===== src/rtl/lkvc_pkg.sv =====
// Package for the LRU key-value cache: control types and fixed constants.
// No dependencies; used by the cell and the top level.
`timescale 1ns / 1ps

package lkvc_pkg;

	localparam int CAP_BITS = 5;
	localparam logic [CAP_BITS-1:0] CAP_RESET = 5'd16;

	localparam logic ACT_GET = 1'b0;
	localparam logic ACT_PUT = 1'b1;

	typedef struct packed {
		logic hit;
		logic is_put;
		logic evict;
		logic insert;
	} lkvc_op_t;

endpackage


===== src/rtl/lkvc_cell.sv =====
// One entry of the LRU key-value cache: key, value, valid mark and recency rank.
// Depends on lkvc_pkg for the broadcast operation type.
`timescale 1ns / 1ps

module lkvc_cell #(
	parameter int KEY_BITS   = 32,
	parameter int VALUE_BITS = 32,
	parameter int RANK_BITS  = 4
) (
	input  logic                  clk,
	input  logic                  arst_n,
	input  logic                  en,
	input  lkvc_pkg::lkvc_op_t    op,
	input  logic [KEY_BITS-1:0]   wr_key,
	input  logic [VALUE_BITS-1:0] wr_value,
	input  logic [RANK_BITS-1:0]  touch_rank,
	input  logic [RANK_BITS-1:0]  last_rank,
	input  logic                  free_in,
	output logic                  free_out,
	output logic                  match,
	output logic [VALUE_BITS-1:0] hit_value,
	output logic [RANK_BITS-1:0]  hit_rank
);
	import lkvc_pkg::*;

	logic                  valid_q;
	logic [RANK_BITS-1:0]  rank_q;
	logic [KEY_BITS-1:0]   key_q;
	logic [VALUE_BITS-1:0] value_q;
	logic                  victim;
	logic                  take_free;
	logic                  older_shift;
	logic                  write_en;

	assign match       = valid_q && (key_q == wr_key);
	assign hit_value   = match ? value_q : '0;
	assign hit_rank    = match ? rank_q : '0;
	assign victim      = valid_q && (rank_q == last_rank);
	assign take_free   = !valid_q && !free_in;
	assign free_out    = free_in || !valid_q;
	assign older_shift = valid_q && (rank_q < touch_rank);
	assign write_en    = en && ((op.hit && op.is_put && match) || (op.evict && victim) ||
		(op.insert && take_free));

	always_ff @(posedge clk or negedge arst_n) begin
		if (!arst_n) begin
			valid_q <= 1'b0;
			rank_q  <= '0;
		end else if (en) begin
			if (op.hit) begin
				if (match) begin
					rank_q <= '0;
				end else if (older_shift) begin
					rank_q <= rank_q + 1'b1;
				end
			end else if (op.evict) begin
				if (victim) begin
					rank_q <= '0;
				end else if (older_shift) begin
					rank_q <= rank_q + 1'b1;
				end
			end else if (op.insert) begin
				if (take_free) begin
					valid_q <= 1'b1;
					rank_q  <= '0;
				end else if (valid_q) begin
					rank_q <= rank_q + 1'b1;
				end
			end
		end
	end

	always_ff @(posedge clk) begin
		if (write_en) begin
			key_q   <= wr_key;
			value_q <= wr_value;
		end
	end

endmodule


===== src/rtl/lru_key_value_cache.sv =====
// Top level of the LRU key-value cache: input capture, a row of entry cells, result register.
// Depends on lkvc_pkg and lkvc_cell.
`timescale 1ns / 1ps

// Usage.
// A command beat is taken at a rising edge with start high and busy low; it carries
// action (get or put), key and value. busy is high for the one cycle in which every
// cell compares its key, the hit, victim and free slot are resolved along the row and
// all cells update their ranks, keys and values together.
// The result beat (hit, read_value, evicted) is shown with done high for exactly one
// cycle, the cycle after the compare cycle. The receiver cannot stall it.
// A new command may be given in the cycle that done is high; no command is taken while
// busy is high, so a command cannot overlap the compare-and-update cycle of the last one.
// The capacity register is written through cfg_valid/cfg_ready/cfg_data; cfg_ready is
// low only while a command is being worked on. Capacity zero acts as one and values
// above ENTRIES act as ENTRIES.
// Reset clears all valid marks, ranks and the occupancy, and sets the capacity to 16.
// No clearing pass is needed, so commands are taken in the first cycle after reset.
module lru_key_value_cache #(
	parameter int ENTRIES    = 16,
	parameter int KEY_BITS   = 32,
	parameter int VALUE_BITS = 32
) (
	input  logic                         clk,
	input  logic                         arst_n,
	input  logic                         start,
	output logic                         busy,
	input  logic                         action,
	input  logic signed [KEY_BITS-1:0]   key,
	input  logic signed [VALUE_BITS-1:0] value,
	output logic                         done,
	output logic                         hit,
	output logic signed [VALUE_BITS-1:0] read_value,
	output logic                         evicted,
	input  logic                         cfg_valid,
	output logic                         cfg_ready,
	input  logic [lkvc_pkg::CAP_BITS-1:0] cfg_data
);
	import lkvc_pkg::*;

	localparam int RANK_BITS = (ENTRIES > 1) ? $clog2(ENTRIES) : 1;
	localparam int OCC_BITS  = $clog2(ENTRIES + 1);
	localparam int CMP_BITS  = (OCC_BITS > CAP_BITS) ? OCC_BITS : CAP_BITS;
	localparam logic [CMP_BITS-1:0] ENTRIES_C = CMP_BITS'(ENTRIES);

	logic                  busy_q;
	logic                  done_q;
	logic                  action_q;
	logic [KEY_BITS-1:0]   key_q;
	logic [VALUE_BITS-1:0] value_q;
	logic [CAP_BITS-1:0]   cap_q;
	logic [OCC_BITS-1:0]   occ_q;
	logic                  hit_q;
	logic [VALUE_BITS-1:0] read_value_q;
	logic                  evicted_q;

	logic [CMP_BITS-1:0]   cap_ext;
	logic [CMP_BITS-1:0]   eff_cap;
	logic                  full;
	logic [RANK_BITS-1:0]  last_rank;
	logic [RANK_BITS-1:0]  touch_rank;
	logic                  any_match;
	logic [VALUE_BITS-1:0] hit_value_or;
	logic [RANK_BITS-1:0]  hit_rank_or;
	lkvc_op_t              op;

	logic                  free_chain [ENTRIES+1];
	logic                  cell_match [ENTRIES];
	logic [VALUE_BITS-1:0] cell_value [ENTRIES];
	logic [RANK_BITS-1:0]  cell_rank  [ENTRIES];

	assign busy      = busy_q;
	assign done      = done_q;
	assign hit       = hit_q;
	assign read_value = read_value_q;
	assign evicted   = evicted_q;
	assign cfg_ready = !busy_q;

	assign cap_ext = CMP_BITS'(cap_q);
	always_comb begin
		if (cap_ext == '0) begin
			eff_cap = CMP_BITS'(1);
		end else if (cap_ext > ENTRIES_C) begin
			eff_cap = ENTRIES_C;
		end else begin
			eff_cap = cap_ext;
		end
	end

	assign full      = CMP_BITS'(occ_q) >= eff_cap;
	assign last_rank = RANK_BITS'(occ_q - 1'b1);

	always_comb begin
		any_match    = 1'b0;
		hit_value_or = '0;
		hit_rank_or  = '0;
		for (int i = 0; i < ENTRIES; i++) begin
			any_match    = any_match | cell_match[i];
			hit_value_or = hit_value_or | cell_value[i];
			hit_rank_or  = hit_rank_or | cell_rank[i];
		end
	end

	assign touch_rank = any_match ? hit_rank_or : last_rank;
	assign op.hit     = any_match;
	assign op.is_put  = (action_q == ACT_PUT);
	assign op.evict   = !any_match && op.is_put && full;
	assign op.insert  = !any_match && op.is_put && !full && free_chain[ENTRIES];

	assign free_chain[0] = 1'b0;

	for (genvar g = 0; g < ENTRIES; g++) begin : g_cell
		lkvc_cell #(
			.KEY_BITS   (KEY_BITS),
			.VALUE_BITS (VALUE_BITS),
			.RANK_BITS  (RANK_BITS)
		) u_cell (
			.clk        (clk),
			.arst_n     (arst_n),
			.en         (busy_q),
			.op         (op),
			.wr_key     (key_q),
			.wr_value   (value_q),
			.touch_rank (touch_rank),
			.last_rank  (last_rank),
			.free_in    (free_chain[g]),
			.free_out   (free_chain[g+1]),
			.match      (cell_match[g]),
			.hit_value  (cell_value[g]),
			.hit_rank   (cell_rank[g])
		);
	end

	always_ff @(posedge clk or negedge arst_n) begin
		if (!arst_n) begin
			busy_q <= 1'b0;
			done_q <= 1'b0;
			cap_q  <= CAP_RESET;
			occ_q  <= '0;
		end else begin
			busy_q <= start && !busy_q;
			done_q <= busy_q;
			if (cfg_valid && cfg_ready) begin
				cap_q <= cfg_data;
			end
			if (busy_q && op.insert) begin
				occ_q <= occ_q + 1'b1;
			end
		end
	end

	always_ff @(posedge clk) begin
		if (start && !busy_q) begin
			action_q <= action;
			key_q    <= key;
			value_q  <= value;
		end
		if (busy_q) begin
			hit_q        <= any_match;
			read_value_q <= (any_match && !op.is_put) ? hit_value_or : '0;
			evicted_q    <= op.evict;
		end
	end

endmodule


===== config.mk =====
export PLATFORM = sky130hd
export DESIGN_NAME = lru_key_value_cache
export DESIGN_NICKNAME = d
export VERILOG_FILES = /design/src/rtl/lkvc_pkg.sv /design/src/rtl/lkvc_cell.sv /design/src/rtl/lru_key_value_cache.sv
export SDC_FILE = /design/constraint.sdc
export NUM_CORES = 2
export LEC_CHECK = 0
export ABC_AREA = 0
export BUFFER_PORTS_ARGS = -buffer_cell sky130_fd_sc_hd__buf_4
export CAP_MARGIN = 20
export CORE_MARGIN = 1.5
export CORE_UTILIZATION = 55
export DETAILED_ROUTE_END_ITERATION = 8
export PLACE_DENSITY = 0.72
export SYNTH_ARGS = -nofsm -noshare
export SYNTH_HDL_FRONTEND = slang
export SYNTH_SLANG_ARGS = --single-unit

===== constraint.sdc =====
create_clock -name clk -period 13.4 [get_ports clk]
set_input_delay 2.01 -clock clk [delete_from_list [all_inputs] [get_ports clk]]
set_output_delay 2.01 -clock clk [all_outputs]
set_load 0.1 [all_outputs]

# After elaboration in Yosys (flattened, before gate mapping)

Cells that the tools add are included.
Widths: inputs -> output; s select.

Add/sub/neg operators: 18
Magnitude comparators: 18
Equality and inequality tests: 32
Muxes and demuxes: 162
Bitwise gates (word level): 47
Reductions and logical operators: 266

Operator list:

| kind                | number |
|---|---|
| $mux 4              | 144 |
| $eq 32x32->1        | 16 |
| $mux 32             | 16 |
| $or 32x32->32       | 15 |
| $logic_and 1x1->1   | 136 |
| $reduce_and 5->1    | 15 |
| $add 4x1->4 const B | 16 |
| $eq 4x4->1          | 16 |
| $lt 4x4->1          | 16 |
| $or 4x4->4          | 15 |
| $reduce_bool 4->1   | 15 |
| $logic_or 1x1->1    | 47 |
| $reduce_and 3->1    | 15 |
| $logic_not 1->1     | 34 |
| $or 1x1->1          | 15 |
| $mux 5              | 2 |
| $add 5x1->5 const B | 1 |
| $ge 5x5->1          | 1 |
| $gt 5x5->1 const B  | 1 |
| $logic_not 5->1     | 1 |
| $reduce_and 4->1    | 1 |
| $sub 4x1->4 const B | 1 |
| $reduce_bool 3->1   | 1 |
| $not 1->1           | 2 |
| $reduce_and 2->1    | 1 |

Bits in registers: 1215
Input bits: 74
Output and inout port bits: 37

# Logic depth before layout (Yosys ltp)

Word-level depth: 25
Gate-level depth with buffers: 20
Depth with buffers taken out: 17

# Modules after synthesis

Synthesis repeated with hierarchy kept, for this count alone.

Cells, all modules: 4025
Area total of the unflattened synthesis: 55398.1 µm²

Modules (own cells, without submodules):

| module              | instances | cells each | area each (µm²) | seq. area each (µm²) |
|---|---|---|---|---|
| lkvc_cell           | 16        | 227        | 3144.3          | 2047.0 |
| lru_key_value_cache | 1         | 393        | 5089.9          | 3274.4 |

# Worst setup path before layout

OpenSTA, ideal clock, no wires.

Path kind: reg2reg
Start point: register occ_q[0]
End point: register g_cell[13].u_cell.key_q[0], enable pin
Data arrival time: 7.970 ns
Required time: 12.818 ns
Setup slack: 4.848 ns
Stages on the path, launching flop included: 12
Cell sequence: dfrtp_1 -> buf_1 -> buf_1 -> inv_1 -> ha_1 -> clkbuf_1 -> clkbuf_1 -> xor2_1 -> nand3_1 -> nor3_1 -> a21oi_1 -> a211oi_1

Cells in the longest elaborated chain, start to end: 7
Elaborated cells on any way between the ends: 13

RTL lines:

| what                                    | line                       | RTL |
|---|---|---|
| start, declared                         | lru_key_value_cache.sv:52  | `logic [OCC_BITS-1:0] occ_q;` |
| start signal, assigned                  | lru_key_value_cache.sv:147 | `occ_q <= occ_q + 1'b1;` |
| $sub 4x1->4                             | lru_key_value_cache.sv:91  | `assign last_rank = RANK_BITS'(occ_q - 1'b1);` |
| named net g_cell[0].u_cell.last_rank[0] | lkvc_cell.sv:17            | `input logic [RANK_BITS-1:0] last_rank,` |
| $eq 4x4->1                              | lkvc_cell.sv:38            | `assign victim = valid_q && (rank_q == last_rank);` |
| $logic_and 1x1->1                       | lkvc_cell.sv:38            |  |
| $logic_and 1x1->1                       | lkvc_cell.sv:42            | `assign write_en = en && ((op.hit && op.is_put && match) \|\| (op.evict && victim) \|\|` |
| $logic_or 1x1->1 (2 in series)          | lkvc_cell.sv:42            |  |
| $logic_and 1x1->1                       | lkvc_cell.sv:42            |  |
| named net g_cell[13].u_cell.write_en    | lkvc_cell.sv:33            | `logic write_en;` |
| end signal, assigned                    | lkvc_cell.sv:75            | `key_q <= wr_key;` |
| end, declared                           | lkvc_cell.sv:28            | `logic [KEY_BITS-1:0] key_q;` |

The timed path passes the listed nets, and every way through them passes these cells.
A chain may end at the register's enable or synchronous reset.

# Worst setup path after layout

Start point: register key_q[2]
End point: register g_cell[0].u_cell.key_q[4], enable pin

Cells in the longest elaborated chain, start to end: 24
Elaborated cells on any way between the ends: 59

RTL lines:

| what                                                         | line                                                   | RTL |
|---|---|---|
| start, declared                                              | lru_key_value_cache.sv:49                              | `logic [KEY_BITS-1:0] key_q;` |
| start signal, assigned                                       | lru_key_value_cache.sv:155                             | `key_q <= key;` |
| $eq 32x32->1                                                 | lkvc_cell.sv:35                                        | `assign match = valid_q && (key_q == wr_key);` |
| $logic_and 1x1->1                                            | lkvc_cell.sv:35                                        |  |
| $or 1x1->1 (15 in series)                                    | lru_key_value_cache.sv:98                              | `any_match = any_match \| cell_match[i];` |
| $logic_not 1->1                                              | lru_key_value_cache.sv:107, lru_key_value_cache.sv:108 |  |
| $logic_and 1x1->1                                            | lru_key_value_cache.sv:107, lru_key_value_cache.sv:108 |  |
| $logic_and 1x1->1 (on tied branches)                         | lru_key_value_cache.sv:107, lru_key_value_cache.sv:108 |  |
| $logic_and 1x1->1 (on tied branches)                         | lkvc_cell.sv:42, lru_key_value_cache.sv:108            |  |
| $logic_or 1x1->1 / $logic_and 1x1->1 (equally long branches) | lkvc_cell.sv:42, lkvc_cell.sv:43                       |  |
| $logic_or 1x1->1 (*)                                         | lkvc_cell.sv:42                                        |  |
| $logic_and 1x1->1 (*)                                        | lkvc_cell.sv:42                                        |  |
| named net g_cell[0].u_cell.write_en                          | lkvc_cell.sv:33                                        |  |
| end signal, assigned                                         | lkvc_cell.sv:75                                        |  |
| end, declared                                                | lkvc_cell.sv:28                                        |  |

The timed path passes the listed nets; every way through them passes the cells marked *.

==> out/qor.csv <==
metric,value,unit
Power Dens Cells,164.0,nW/um^2
total chip power,0.009434,W
via count,31490,
clock latency on the worst-skew pair,0.72,ns
"FFs w/ async S/R, synth",0.07572,
Initial Util,0.5536,
Mean Syn Cell Area,15.57,sq um
die width,309.3,um
DIE AREA,95650,sq um
final worst path period need,6.571,ns
grt ovf,0,
Port-buffer cells,110,
layout cells sized above 1,0.1354,
final-layout fill cell count,6677,
NumNets Final,3560,
placed cell count,4578,
TNS Setup,0,ns
fin cells,4798,
initial antenna violation count,4,
Post-Syn Area,51590,sq um
clock sink count,1215,
routability cong.,0.9857,
post-synth cell types,102,
initial DRC count,4337,
CP Launch Point,key_q[2]$_DFFE_PP_,
Worst Path Max Fanout,41,
number of global-route vias before repair,30750,
worst r2r src,key_q[2]$_DFFE_PP_,
Worst Path Required,13.76,ns
DRT Wirelength,142600,um
Synth Warn #,0,
RR Endpoint,g_cell[0].u_cell.key_q[4]$_DFFE_PP_,
Post-synth top cells,"edfxtp_1 (1123), xnor2_1 (489), nand4_1 (144)",
Die Height,309.3,um
Max-cap violations,0,
register bit count reported by yosys,1215,
fmax,152.2,MHz
HPWL Detailed,81470,um
Resize count post-CTS,0,
core area,93190,sq um
Leak Pwr,18.47,nW
R2R depth,14,
Max Slew Vio Count,0,
H-tree levels,3,
diode count,0,
Crit Path Category,reg -> reg,
Worst Skew,0.03236,ns
Routed WL per cell,29.72,um
root buf cell,clkbuf_16,
Slew HR,0.1769,
Hold Path Depth,1,
syn nets,3426,
most common cell in the netlist,edfxtp_1,
"CTS clk-pin slew, worst paths",0.06,ns
Slew @ Worst Pin,1.225,ns
global-route wire length before repair,207500,um
Finish-stage setup viols,0,
largest net degree at the start of global routing,54,
R2R setup slack,6.83,ns
Synth area leaders,"edfxtp_1 (65%), xnor2_1 (8.3%), dfrtp_1 (4.4%)",
GRT Util Overall,0.2989,
clock buffer depth,3,
via/cell ratio,6.563,
Min Hold Slack,0.4929,ns
DRC viols,0,
status,completed,
Tcrit/Tclk final,0.4904,
register area share after synthesis,0.6983,
area delta synth->final,11.53,%
class of the worst hold path,reg -> reg,
Post-CTS Setup Inserts,0,
final hold vios,0,
cts hold-fix bufs,0,
startpoint types,register,
Cell Rows,112,
Worst setup EP type,register,
crit path DAT,6.94,ns
"antenna viol nets, final",0,
top_reg_cell synth,edfxtp_1,
cts bufs inserted,119,
drt pass-1 iters,6,
Post-synth EDFFs,1123,
RSZ-0062 raised after global routing,no,
peak supply drop,0.1049,mV
Ports,111,
CTS tree,built,
CP Capture Point,g_cell[0].u_cell.key_q[4]$_DFFE_PP_,
Synth Instances,3313,
Synth top area share,0.6536,
biggest area consumer among synthesized cells,edfxtp_1,
[flip-flops by register name, indices dropped and copies added (netlist names)]
register               count
g_cell.u_cell.value_q    512
action_q                   1
cap_ext                    5
g_cell.u_cell.valid_q     16
g_cell.u_cell.key_q      512
hit                        1
g_cell.u_cell.rank_q      64
value_q                   32
busy                       1
occ_q                      5
read_value                32
evicted                    1
key_q                     32
done                       1
[worst min-delay path by stage]
stage,start,endpoint,slack (ns)
floorplan,occ_q[4]$_DFFE_PN0P_,occ_q[4]$_DFFE_PN0P_,0.45
global placement,occ_q[4]$_DFFE_PN0P_,occ_q[4]$_DFFE_PN0P_,0.47
detailed placement,occ_q[4]$_DFFE_PN0P_,occ_q[4]$_DFFE_PN0P_,0.48
CTS,occ_q[4]$_DFFE_PN0P_,occ_q[4]$_DFFE_PN0P_,0.50
global route,occ_q[4]$_DFFE_PN0P_,occ_q[4]$_DFFE_PN0P_,0.51
finish,occ_q[4]$_DFFE_PN0P_,occ_q[4]$_DFFE_PN0P_,0.49
[layout make-up]
| type | instances | area [sq um] | area share |
|---|---|---|---|
| sequential | 1215 | 36030 | 0.6261 |
| multi-input combinational | 1836 | 14250 | 0.2476 |
| clock buffer | 142 | 3137 | 0.05452 |
| inverter | 75 | 286.5 | 0.004980 |
| timing repair buffer | 200 | 1541 | 0.02679 |
| tap | 1254 | 1569 | 0.02727 |
| clock inverter | 76 | 732.0 | 0.01272 |
[where the power goes]
part	switching, W	leakage [nW]	internal, W
Combinational	0.00103	5.23	0.000549
Sequential	0.000191	11.4	0.00434
Clock	0.00141	1.88	0.00191
Total	0.00263	18.5	0.00680
[per-layer routing]
layer	track usage	up-vias	share of wire	wire length [um]
met5	0	-	0.00041	58
met4	0.1057	8	0.037	5214
met3	0.05861	370	0.11	15520
met2	0.4741	1976	0.47	66340
met1	0.4149	15930	0.39	55450
li1	-	13210	-	-
[stage by stage]
stage | setup slack (ns) | cell area, sq um | util
2_1_floorplan | 4.849 | 51590 | -
3_3_place_gp | 7.021 | 53600 | 0.5752
3_5_place_dp | 6.846 | 53640 | 0.5756
4_1_cts | 6.819 | 57500 | 0.6171
5_1_grt | 6.689 | 57540 | 0.6174
6_report | 6.829 | 57540 | 0.6174
[cells in the final DEF, fill, tap and decap left out, drive strengths merged, types with 9 or more instances in the layout]
cell | netlist | routed
ha | 39 | 39
o32ai | 11 | 11
o311a | 10 | 10
nand4 | 144 | 144
buf | 114 | 200
dfrtp | 91 | 91
a31oi | 51 | 51
clkbuf | 73 | 142
nor2b | 11 | 11
o21bai | 9 | 9
a22oi | 98 | 98
a22o | 118 | 118
and3 | 64 | 64
xnor2 | 489 | 489
o21a | 14 | 14
o211a | 10 | 10
edfxtp | 1123 | 1123
or3 | 10 | 10
xor2 | 70 | 70
nand2b | 16 | 16
o2111ai | 13 | 13
and2 | 15 | 15
a21o | 24 | 24
inv | 73 | 78
a221oi | 100 | 100
mux2i | 10 | 10
nand3 | 72 | 72
nand3b | 9 | 9
nor2 | 62 | 62
a21oi | 53 | 53
mux2 | 12 | 12
o22a | 9 | 9
bufinv | 0 | 13
a2111oi | 11 | 11
nand2 | 71 | 71
clkinv | 2 | 53
nor4 | 40 | 40
nor3 | 57 | 57
o21ai | 38 | 38
[cell families after synthesis]
| kind of cell | share of synthesized area |
|---|---|
| flops | 0.6983 |
| compound gates | 0.09725 |
| simple gates | 0.06512 |
| xor+xnor | 0.09490 |
| buf+inv | 0.02995 |
| fa+ha+maj | 0.009458 |
| mux | 0.005044 |
[worst max-delay path: stages, from the launching register on]
cell and delay, ns:
edfxtp_1 0.33, buf_4 0.48, xnor2_1 0.18, nand4_1 0.13
nor3_1 0.98, and3_2 0.31, buf_4 0.64, nor4_1 0.14
and4_1 0.51, nand2_2 0.47, clkinv_1 0.58, a221oi_1 0.58
nor2_4 0.05, buf_4 0.30, buf_4 0.41
Note: power is estimated with default switching activity, not from simulation.
